### config.mk
export PLATFORM = sky130hd
export DESIGN_NAME = radix_integer_to_ascii_top
export DESIGN_NICKNAME = d
export VERILOG_FILES = /design/src/design/ritoa_pkg.sv /design/src/design/ritoa_ctrl.sv /design/src/design/ritoa_dp.sv /design/src/design/radix_integer_to_ascii_top.sv
export SDC_FILE = /design/constraint.sdc
export NUM_CORES = 1
export LEC_CHECK = 0
export BUFFER_PORTS_ARGS = -buffer_cell sky130_fd_sc_hd__buf_2
export CORE_MARGIN = 10
export CORE_UTILIZATION = 45
export DETAILED_ROUTE_END_ITERATION = 8
export GPL_ROUTABILITY_DRIVEN = 0
export PLACE_DENSITY = 0.6
export SYNTH_ARGS = -nofsm -noshare
export SYNTH_HDL_FRONTEND = slang
export SYNTH_HIERARCHICAL = 1
export SYNTH_SLANG_ARGS = --single-unit
### constraint.sdc
create_clock -name clk -period 13 [get_ports clk]
set_input_delay 1.95 -clock clk [delete_from_list [all_inputs] [get_ports clk]]
set_output_delay 1.95 -clock clk [all_outputs]
set_load 0.005 [all_outputs]
### src/design/ritoa_pkg.sv
`default_nettype none

package ritoa_pkg;

  // Quotient bits resolved per divider cycle
  localparam int unsigned QBITS = 8;

  localparam logic [4:0] RADIX_MIN = 5'd2;
  localparam logic [4:0] RADIX_MAX = 5'd16;

  localparam logic [7:0] CHAR_MINUS   = 8'h2d;  // '-'
  localparam logic [7:0] CHAR_ZERO    = 8'h30;  // '0'
  localparam logic [7:0] CHAR_LOWER_A = 8'h61;  // 'a'
  localparam logic [7:0] CHAR_UPPER_A = 8'h41;  // 'A'

  typedef enum logic [2:0] {
    ST_IDLE,
    ST_DIV,
    ST_SIGN,
    ST_FETCH,
    ST_EMIT
  } state_t;

  // Controller to datapath
  typedef struct packed {
    logic load;      // capture a new number
    logic step;      // run one divider cycle
    logic fetch;     // read the digit store at the current index
    logic dec;       // move to the next lower digit
    logic sel_sign;  // present '-' on the output
  } cmd_t;

  // Datapath to controller
  typedef struct packed {
    logic conv_done;  // last digit written this cycle
    logic negative;   // number carries a '-'
    logic idx_zero;   // current digit is the least significant one
  } sts_t;

  // Map one digit value to its ASCII character
  function automatic logic [7:0] digit_char(input logic [3:0] d, input logic lower);
    logic [7:0] c;
    if (d < 4'd10) begin
      c = CHAR_ZERO + {4'd0, d};
    end else if (lower) begin
      c = CHAR_LOWER_A + {4'd0, d} - 8'd10;
    end else begin
      c = CHAR_UPPER_A + {4'd0, d} - 8'd10;
    end
    return c;
  endfunction

endpackage

`default_nettype wire

### src/design/ritoa_ctrl.sv
`default_nettype none

module ritoa_ctrl (
  input  wire logic            clk,
  input  wire logic            rst_n,
  input  wire logic            in_valid,
  output logic                 in_stall,
  output logic                 out_valid,
  input  wire logic            out_stall,
  input  wire ritoa_pkg::sts_t sts,
  output ritoa_pkg::cmd_t      cmd
);

  ritoa_pkg::state_t state_r, state_nxt;

  // State register
  always_ff @(posedge clk) begin
    if (!rst_n) begin
      state_r <= ritoa_pkg::ST_IDLE;
    end else begin
      state_r <= state_nxt;
    end
  end

  // Next state
  always_comb begin
    state_nxt = state_r;
    case (state_r)
      ritoa_pkg::ST_IDLE: begin
        if (in_valid) begin
          state_nxt = ritoa_pkg::ST_DIV;
        end
      end
      ritoa_pkg::ST_DIV: begin
        if (sts.conv_done) begin
          state_nxt = sts.negative ? ritoa_pkg::ST_SIGN : ritoa_pkg::ST_FETCH;
        end
      end
      ritoa_pkg::ST_SIGN: begin
        if (!out_stall) begin
          state_nxt = ritoa_pkg::ST_FETCH;
        end
      end
      ritoa_pkg::ST_FETCH: begin
        state_nxt = ritoa_pkg::ST_EMIT;
      end
      ritoa_pkg::ST_EMIT: begin
        if (!out_stall) begin
          state_nxt = sts.idx_zero ? ritoa_pkg::ST_IDLE : ritoa_pkg::ST_FETCH;
        end
      end
      default: begin
        state_nxt = ritoa_pkg::ST_IDLE;
      end
    endcase
  end

  // Outputs and datapath commands
  always_comb begin
    in_stall     = (state_r != ritoa_pkg::ST_IDLE);
    out_valid    = (state_r == ritoa_pkg::ST_SIGN) || (state_r == ritoa_pkg::ST_EMIT);
    cmd.load     = (state_r == ritoa_pkg::ST_IDLE) && in_valid;
    cmd.step     = (state_r == ritoa_pkg::ST_DIV);
    cmd.fetch    = (state_r == ritoa_pkg::ST_FETCH);
    cmd.dec      = (state_r == ritoa_pkg::ST_EMIT) && !out_stall && !sts.idx_zero;
    cmd.sel_sign = (state_r == ritoa_pkg::ST_SIGN);
  end

endmodule

`default_nettype wire

### src/design/ritoa_dp.sv
`default_nettype none

module ritoa_dp #(
  parameter int unsigned VALUE_WIDTH = 32
) (
  input  wire logic                   clk,
  input  wire logic [VALUE_WIDTH-1:0] in_value_bits,
  input  wire logic [4:0]             in_radix,
  input  wire logic                   in_lowercase,
  input  wire logic                   in_unsigned_mode,
  output logic [7:0]                  out_ascii_char,
  output logic                        out_last_char,
  input  wire ritoa_pkg::cmd_t        cmd,
  output ritoa_pkg::sts_t             sts
);

  localparam int unsigned STEPS = (VALUE_WIDTH + ritoa_pkg::QBITS - 1) / ritoa_pkg::QBITS;
  localparam int unsigned PW    = STEPS * ritoa_pkg::QBITS;
  localparam int unsigned SW    = (STEPS > 1) ? $clog2(STEPS) : 1;
  localparam int unsigned AW    = $clog2(VALUE_WIDTH);

  // Digit store, least significant digit first
  logic [3:0] mem [VALUE_WIDTH];

  logic [PW-1:0] q_r;
  logic [3:0]    rem_r;
  logic [4:0]    radix_r;
  logic          lower_r;
  logic          neg_r;
  logic [SW-1:0] step_r;
  logic [AW-1:0] cnt_r;
  logic [AW-1:0] idx_r;
  logic [3:0]    rd_data_r;

  logic [ritoa_pkg::QBITS-1:0] chunk;
  logic [ritoa_pkg::QBITS-1:0] qbits;
  logic [4:0]                  r;
  logic [3:0]                  rem_nxt;
  logic [PW+ritoa_pkg::QBITS-1:0] q_cat;
  logic [PW-1:0]               q_nxt;
  logic                        last_step;
  logic                        digit_end;
  logic                        finish;

  logic                   in_neg;
  logic [VALUE_WIDTH-1:0] in_mag;
  logic [4:0]             radix_clamped;

  // Long division by the radix, eight quotient bits per cycle, MSB first
  always_comb begin
    chunk = q_r[PW-1 -: ritoa_pkg::QBITS];
    r     = {1'b0, rem_r};
    qbits = '0;
    for (int j = ritoa_pkg::QBITS - 1; j >= 0; j--) begin
      r = {r[3:0], chunk[j]};
      if (r >= radix_r) begin
        r        = r - radix_r;
        qbits[j] = 1'b1;
      end
    end
    rem_nxt = r[3:0];
    q_cat   = {q_r, qbits};
    q_nxt   = q_cat[PW-1:0];
  end

  assign last_step = (step_r == SW'(STEPS - 1));
  assign digit_end = cmd.step && last_step;
  assign finish    = (q_nxt == '0) || (cnt_r == AW'(VALUE_WIDTH - 1));

  // Input magnitude and radix saturation
  always_comb begin
    in_neg = !in_unsigned_mode && in_value_bits[VALUE_WIDTH-1];
    in_mag = in_neg ? (VALUE_WIDTH'(0) - in_value_bits) : in_value_bits;
    if (in_radix < ritoa_pkg::RADIX_MIN) begin
      radix_clamped = ritoa_pkg::RADIX_MIN;
    end else if (in_radix > ritoa_pkg::RADIX_MAX) begin
      radix_clamped = ritoa_pkg::RADIX_MAX;
    end else begin
      radix_clamped = in_radix;
    end
  end

  // Working registers
  always_ff @(posedge clk) begin
    if (cmd.load) begin
      q_r     <= PW'(in_mag);
      rem_r   <= '0;
      radix_r <= radix_clamped;
      lower_r <= in_lowercase;
      neg_r   <= in_neg;
      step_r  <= '0;
      cnt_r   <= '0;
    end else if (cmd.step) begin
      q_r <= q_nxt;
      if (last_step) begin
        rem_r  <= '0;
        step_r <= '0;
        if (finish) begin
          idx_r <= cnt_r;
        end else begin
          cnt_r <= cnt_r + 1'b1;
        end
      end else begin
        rem_r  <= rem_nxt;
        step_r <= step_r + 1'b1;
      end
    end else if (cmd.dec) begin
      idx_r <= idx_r - 1'b1;
    end
  end

  // Digit store write and registered read
  always_ff @(posedge clk) begin
    if (digit_end) begin
      mem[cnt_r] <= rem_nxt;
    end
    if (cmd.fetch) begin
      rd_data_r <= mem[idx_r];
    end
  end

  // Status and output character
  always_comb begin
    sts.conv_done  = digit_end && finish;
    sts.negative   = neg_r;
    sts.idx_zero   = (idx_r == '0);
    out_ascii_char = cmd.sel_sign ? ritoa_pkg::CHAR_MINUS
                                  : ritoa_pkg::digit_char(rd_data_r, lower_r);
    out_last_char  = !cmd.sel_sign && (idx_r == '0);
  end

endmodule

`default_nettype wire

### src/design/radix_integer_to_ascii_top.sv
`default_nettype none

// Integer to ASCII converter. Each input beat carries one integer, a radix
// (2 to 16, saturated at both ends), a lowercase flag and an unsigned-mode
// flag; the block answers with one output beat per character, most
// significant first, a '-' first for a negative value in signed mode, and
// out_last_char set on the final digit. Only the low VALUE_WIDTH bits of
// in_value_bits are used. Digits come from a shared divider that resolves
// eight quotient bits per cycle, so each digit takes a pass over the whole
// quotient; each character is then read from the digit store and then
// presented, and the sign is presented straight away. One item is in flight
// at a time; in_stall stays high until its last beat is taken.
module radix_integer_to_ascii_top #(
  parameter int unsigned VALUE_WIDTH = 32
) (
  input  wire logic                   clk,
  input  wire logic                   rst_n,
  input  wire logic                   in_valid,
  output logic                        in_stall,
  input  wire logic [VALUE_WIDTH-1:0] in_value_bits,
  input  wire logic [4:0]             in_radix,
  input  wire logic                   in_lowercase,
  input  wire logic                   in_unsigned_mode,
  output logic                        out_valid,
  input  wire logic                   out_stall,
  output logic [7:0]                  out_ascii_char,
  output logic                        out_last_char
);

  ritoa_pkg::cmd_t cmd;
  ritoa_pkg::sts_t sts;

  ritoa_ctrl u_ctrl (
    .clk       (clk),
    .rst_n     (rst_n),
    .in_valid  (in_valid),
    .in_stall  (in_stall),
    .out_valid (out_valid),
    .out_stall (out_stall),
    .sts       (sts),
    .cmd       (cmd)
  );

  ritoa_dp #(
    .VALUE_WIDTH (VALUE_WIDTH)
  ) u_dp (
    .clk              (clk),
    .in_value_bits    (in_value_bits),
    .in_radix         (in_radix),
    .in_lowercase     (in_lowercase),
    .in_unsigned_mode (in_unsigned_mode),
    .out_ascii_char   (out_ascii_char),
    .out_last_char    (out_last_char),
    .cmd              (cmd),
    .sts              (sts)
  );

endmodule

`default_nettype wire

* Word level (Yosys, flattened, before mapping)
Memories as Yosys holds them, arrays and structs flattened. A register that Yosys moved wholly into a read port is not among the register bits.
Index checks and enable logic that the tools add are counted.
** Operators by class
- Multiplexer cells :: 38
- Equality and inequality tests :: 12
- Bitwise logic cells :: 2
- Order comparisons :: 11
- Reductions and logical operators :: 23
- Add/sub/neg operators :: 17
** Operators with widths (count)
- 32-bit two-way mux :: 3
- 5-bit greater-or-equal comparator :: 8
- 4-bit two-way mux :: 9
- 32-bit zero test :: 1
- 1-bit by 32-bit subtractor with 32-bit output, first input constant :: 1
- 4-bit subtractor :: 8
- 5-bit two-way mux :: 5
- 8-bit two-way mux :: 3
- 7-bit by 4-bit adder with 8-bit output, first input constant :: 2
- 8-bit by 4-bit subtractor with 8-bit output, second input constant :: 2
- 3-bit case mux with 5 select lines :: 1
- 3-bit two-way mux :: 4
- 2-bit != test, second input constant :: 6
- 1-bit two-way mux :: 11
- 4-bit AND reduction :: 2
- 6-bit by 4-bit adder with 7-bit output, first input constant :: 1
- 1-bit logical AND :: 7
- 3-bit by 2-bit equality test with 1-bit output, second input constant :: 2
- 5-bit by 1-bit adder with 5-bit output, second input constant :: 1
- 5-bit equality test, second input constant :: 1
- 5-bit greater-than comparator, second input constant :: 1
- 5-bit zero test :: 1
- 5-bit by 2-bit less-than comparator with 1-bit output, second input constant :: 1
- 5-bit by 1-bit subtractor with 5-bit output, second input constant :: 1
- 14 further kinds :: 21
** Word-level totals
- Memories :: 1
- Bits in registers :: 58
- Memory bits (writable) :: 128
- Word-level logic and storage cells :: 114
- Input bits :: 43
- Output and inout bits :: 11
** Memory list
- u_dp.mem :: words 32, width 4, rd ports 1, clocked after Yosys merged registers in 1, wr ports 1, RTL line ritoa_dp.sv:23 : logic [3:0] mem [VALUE_WIDTH];

* Depth between registers and ports, before layout
- Depth after elaboration :: 21
- Gate-level depth with buffers :: 53
- Depth with buffers taken out :: 53

* Cells and area by module
Netlist, hierarchy kept.
** By module, submodules not included
- ritoa_dp :: cells an instance 775, sequential area each 5505.3 µm², instances 1, area each 10146.0 µm²
- ritoa_ctrl :: cells an instance 36, sequential area each 60.1 µm², instances 1, area each 269.0 µm²

* Worst setup path after synthesis
No wires, ideal clock.
- Path type :: reg2reg
- Start :: register u_dp.radix_r[1]
- End :: memory u_dp.mem[0][3], data pin
- Stages on the path, launching flop included :: 43
- Arrival time :: 11240 ps
- Buffers on the path :: 0
- Slack :: 1295 ps
- Period minus slack after synthesis :: 11705 ps
- Library setup time :: 464 ps
- Data required time :: 12536 ps
- Cell sequence :: edfxtp_1 -> inv_1 -> ha_1 -> nand2_1 -> o21ai_0 -> a31oi_2 -> mux2_2 -> ha_1 -> a21oi_1 -> o21ai_1 -> a31oi_2 -> mux2i_1 -> ha_1 -> a21oi_1 -> o21ai_1 -> a31oi_4 -> mux2_2 -> ha_1 -> [7 not listed] -> a21o_1 -> a21o_1 -> mux2_2 -> ha_1 -> a21o_1 -> a31oi_2 -> mux2_2 -> inv_1 -> ha_1 -> a21oi_1 -> o21ai_0 -> a31oi_2 -> mux2_2 -> ha_1 -> a21o_1 -> a31oi_2 -> nand2_1 -> o21ai_0
** Between the ends
- Longest elaborated chain between the ends :: 16
- Elaborated cells on any way between the ends :: 24
- Classes of those cells :: add/sub: 8; order compare: 8; mux: 8
** Ends and longest elaborated chain
- start, declared :: RTL line ritoa_dp.sv:27 : logic [4:0] radix_r;
- start signal, assigned :: RTL line ritoa_dp.sv:88 : radix_r <= radix_clamped;
- 4-bit subtractor / 5-bit greater-or-equal comparator (equally long branches) :: RTL line ritoa_dp.sv:57, ritoa_dp.sv:56
- 4-bit two-way mux :: RTL line ritoa_dp.sv:56 : if (r >= radix_r) begin
- 4-bit subtractor / 5-bit greater-or-equal comparator (equally long branches) :: RTL line ritoa_dp.sv:57, ritoa_dp.sv:56
- 4-bit two-way mux :: RTL line ritoa_dp.sv:56
- 4-bit subtractor / 5-bit greater-or-equal comparator (equally long branches) :: RTL line ritoa_dp.sv:57, ritoa_dp.sv:56
- 4-bit two-way mux :: RTL line ritoa_dp.sv:56
- 5-bit greater-or-equal comparator / 4-bit subtractor (equally long branches) :: RTL line ritoa_dp.sv:56, ritoa_dp.sv:57
- 4-bit two-way mux :: RTL line ritoa_dp.sv:56
- 4-bit subtractor / 5-bit greater-or-equal comparator (equally long branches) :: RTL line ritoa_dp.sv:57, ritoa_dp.sv:56
- 4-bit two-way mux :: RTL line ritoa_dp.sv:56
- 4-bit subtractor / 5-bit greater-or-equal comparator (equally long branches) :: RTL line ritoa_dp.sv:57, ritoa_dp.sv:56
- 4-bit two-way mux :: RTL line ritoa_dp.sv:56
- 5-bit greater-or-equal comparator / 4-bit subtractor (equally long branches) :: RTL line ritoa_dp.sv:56, ritoa_dp.sv:57
- 4-bit two-way mux :: RTL line ritoa_dp.sv:56
- 4-bit subtractor / 5-bit greater-or-equal comparator (equally long branches) :: RTL line ritoa_dp.sv:57, ritoa_dp.sv:56
- 4-bit two-way mux (*) :: RTL line ritoa_dp.sv:56
- named net u_dp.r[3] :: RTL line ritoa_dp.sv:37 : logic [4:0] r;
- end, declared :: RTL line ritoa_dp.sv:23
Mark *: on every way through the listed nets, which the timed path passes. The rest lies on a longest branch.

* Worst setup path in the final report
- Start :: register u_dp.radix_r[2]
- End :: register u_dp.idx_r[4] (enable)
** Between the ends
- Longest elaborated chain between the ends :: 20
- Elaborated cells on any way between the ends :: 34
- Classes of those cells :: add/sub: 7; order compare: 8; eq/ne: 1; mux: 15; reduce/logical: 3
** Ends and longest elaborated chain
- 4-bit subtractor / 5-bit greater-or-equal comparator (equally long branches) :: RTL line ritoa_dp.sv:57, ritoa_dp.sv:56
- 4-bit two-way mux :: RTL line ritoa_dp.sv:56
- 4-bit subtractor / 5-bit greater-or-equal comparator (equally long branches) :: RTL line ritoa_dp.sv:57, ritoa_dp.sv:56
- 4-bit two-way mux :: RTL line ritoa_dp.sv:56
- 5-bit greater-or-equal comparator / 4-bit subtractor (equally long branches) :: RTL line ritoa_dp.sv:56, ritoa_dp.sv:57
- 4-bit two-way mux :: RTL line ritoa_dp.sv:56
- 4-bit subtractor / 5-bit greater-or-equal comparator (equally long branches) :: RTL line ritoa_dp.sv:57, ritoa_dp.sv:56
- 4-bit two-way mux :: RTL line ritoa_dp.sv:56
- [4 not listed]
- 5-bit greater-or-equal comparator / 4-bit subtractor (equally long branches) :: RTL line ritoa_dp.sv:56, ritoa_dp.sv:57
- 4-bit two-way mux :: RTL line ritoa_dp.sv:56
- 5-bit greater-or-equal comparator :: RTL line ritoa_dp.sv:56
- 1-bit two-way mux :: RTL line ritoa_dp.sv:56
- 32-bit zero test (*) :: RTL line ritoa_dp.sv:68 : assign finish = (q_nxt == '0) || (cnt_r == AW'(VALUE_WIDTH - 1));
- 1-bit logical OR (*) :: RTL line ritoa_dp.sv:68
- 2-bit != test (no line) (*)
- 4-bit AND reduction (no line) (*)
- end signal, assigned :: RTL line ritoa_dp.sv:99 : idx_r <= cnt_r;
- end signal, assigned :: RTL line ritoa_dp.sv:108 : idx_r <= idx_r - 1'b1;
- end, declared :: RTL line ritoa_dp.sv:32 : logic [AW-1:0] idx_r;
Mark *: on every way between the ends. The rest lies on a longest branch, timed or not.
A chain may end at the register's enable or synchronous reset.

==> flow_summary_export.csv <==
group,metric,value,unit
min_path,min_path_type,"flip-flop to flip-flop",
detailed_routing,vias_per_cell,5.623,
min_path,holdPathStages,1,
cts,clock_latency,0.43,ns
global_route,grt_use_total,0.1603,
die,io_pins,54,
setup_path,max_stage_delay,0.42,ns
status,status,"finished, final reports clean",
cts,htree_levels,4,
synthesis,yosysMostFrequentCell,"edfxtp_1",
die,start_util,0.4586,
synthesis,synth_nets,912,
synthesis,ys_types,63,
placement,place.port_buffers,52,
detailed_routing,dr_total_vias,6495,
synthesis,synth_area,10410,um2
sta,grt_setup_unrepaired,"no",
detailed_routing,drc,0,
die,die_height,172.1,um
detailed_routing,dr.pass1.iters,5,
detailed_routing,routedWlPerCell,20.02,um
final_layout,diodes,0,
synthesis,synth_top_area_cell,"edfxtp_1",
final_layout,seq_area,5565,um2
setup_path,critPathTopFamily,"compound AO/OA/AOI/OAI gates",
synthesis,yosys-top-cells-count,"edfxtp_1, nor2_1, a21oi_1",
setup_path,crit_required,13.11,ns
cts,cts_buffer_depth,2,
global_route,overflow,0,
setup_path,worst-endpoint-arrival,12.31,ns
sta,fmax,81.94,MHz
detailed_routing,detail-route-antenna-nets,0,
setup_path,start_kind,"flip-flop",
cts,cts.sinks,190,
setup_path,worstSetupPathType,"flip-flop to flip-flop",
sta,holdWs,0.4952,ns
setup_path,worstSetupEndpointType,"flip-flop",
synthesis,synth-warning-count,6,
synthesis,ys_ff_latch,190,
synthesis,synth_edf_count,176,
sta,finClkSkew,0.01080,ns
setup_path,reg2regPathDepth,47,
global_route,first_global_vias,6808,
synthesis,synthArstFlopShare,0,
synthesis,yosys-top-cells-area,"edfxtp_1, mux4_2, ha_1, nor2_1, a21oi_1",
cts,ctsRootBufferMaster,"clkbuf_16",
setup_path,cp_num_cells,47,
global_route,antenna_found_initial,0,
final_layout,multi_input_area,4587,um2
setup_path,cp_common_cell,"ha_1",
synthesis,ys.flop_type,"edfxtp_1",
cts,cts_buffers,17,
synthesis,synth.top_cell.area_share,0.5074,
sta,final_hold_viol_count,0,
sta,relSlewSlack,0.4343,
synthesis,synth_cells,811,
sta,finalSetupViolations,0,
final_layout,final_util,0.5112,
setup_path,path_max_fanout,9,
setup_path,slowest_stage,"mux2_2",
die,die_area,29630,um2
die,die_w,172.1,um
sta,layout_worst_path_cycle_share,0.9387,
global_route,grt_max_degree,77,
final_layout,final_layout_size_suffix_gt1_frac,0.2080,
sta,final.setup.tns,0,ns
final_layout,fill_cells,1950,
detailed_routing,wirelength,23.12,mm
global_route,grt_pass1_wl,36.75,mm
synthesis,synth_seq_area_share,0.5344,
sta,min_period,12.20,ns
detailed_routing,initialDrtViolationCount,557,
sta,slew_viol_final,0,
die,rows,55,
cts,cts_tree,"done",
sta,worst_pin_slew,0.8486,ns
final_layout,nets,958,
placement,dp_hpwl,16.55,mm
synthesis,avgSynthCellArea,12.84,um2
cts,cts_hold_buf,0,
setup_path,critPathBufInv,3,
cts,clkSlewWorstSetupHoldPaths,0.07,ns
final_layout,areaGrowthSynthToFinish,11.47,%
die,core_area,22710,um2
job,drv_cap,0,
[flip-flops by register name, summed over array words and instances (netlist names), 2 cells and up]
signal / flops
u_dp/mem: 128
u_dp/q_r: 32
u_dp/cnt_r: 5
u_dp/idx_r: 5
u_dp/radix_r: 5
u_dp/rd_data_r: 4
u_dp/rem_r: 4
u_ctrl/state_r: 3
u_dp/step_r: 2
[per-stage QoR]
step / worst slack, ns / area (um2) / std cells
2_1_floorplan: 1.295 / 10420 / 811
3_3_place_gp: 0.7823 / 10950 / 1122
3_5_place_dp: 0.3222 / 10950 / 1122
4_1_cts: 0.1920 / 11560 / 1154
5_1_grt: 0.06428 / 11610 / 1155
6_report: 0.7967 / 11610 / 1155
[what timing repair did]
action	in CTS	in global routing
buffers inserted	0	1
resized for setup	0	6
setup endpoints to repair	0	144
[layout by cell type (no fill, tap or decap), types with 24 or more instances in the layout]
cell	netlist	layout
edfxtp_1	176	176
inv_1	44	43
o21ai_0	26	24
nand2_1	32	32
mux4_2	40	40
a21oi_1	66	65
buf_2	4	52
xnor2_1	33	33
nor2_1	97	96
ha_1	50	50
[worst paths after layout]
check / startpoint / end / slack, ns
max: u_dp/radix_r[2]$_SDFFCE_PP0P_ / u_dp/idx_r[4]$_DFFE_PP_ / 0.80
min: u_dp/rem_r[3]$_SDFFE_PP0P_ / u_dp/rem_r[3]$_SDFFE_PP0P_ / 0.50
min reg2reg: u_dp/rem_r[3]$_SDFFE_PP0P_ / u_dp/rem_r[3]$_SDFFE_PP0P_ / 0.50
max reg2reg: u_dp/radix_r[2]$_SDFFCE_PP0P_ / u_dp/idx_r[4]$_DFFE_PP_ / 0.80
[routing by layer]
layer,vias up,wire length [um],track usage
met5,-,0,0
met3,16,927,0.03374
met4,0,277,0.04460
met2,158,11300,0.2664
li1,3128,-,-
met1,3193,10610,0.2077
[cells by family after synthesis]
| family | after synthesis | synth area share |
|---|---|---|
| AND/OR/NAND/NOR | 208 | 0.09923 |
| flip-flops | 190 | 0.5344 |
| AO/OA/AOI/OAI | 145 | 0.08854 |
| multiplexers | 81 | 0.1288 |
| buffers and inverters | 77 | 0.03039 |
| adder cells (fa/ha/maj) | 58 | 0.07544 |
| XOR/XNOR | 51 | 0.04289 |
| other | 1 | 0.0003601 |
[layout make-up]
class / instances / area share
clock buffers: 17 / 0.03664
inverters: 44 / 0.01455
multi-input cells: 544 / 0.3951
flip-flops and latches: 190 / 0.4794
clock inverters: 15 / 0.01606
well taps: 285 / 0.03071
repair buffers: 60 / 0.02759
Power is not shown: default switching activity piles up to over one toggle a cycle in this logic, so the estimate is an artifact.
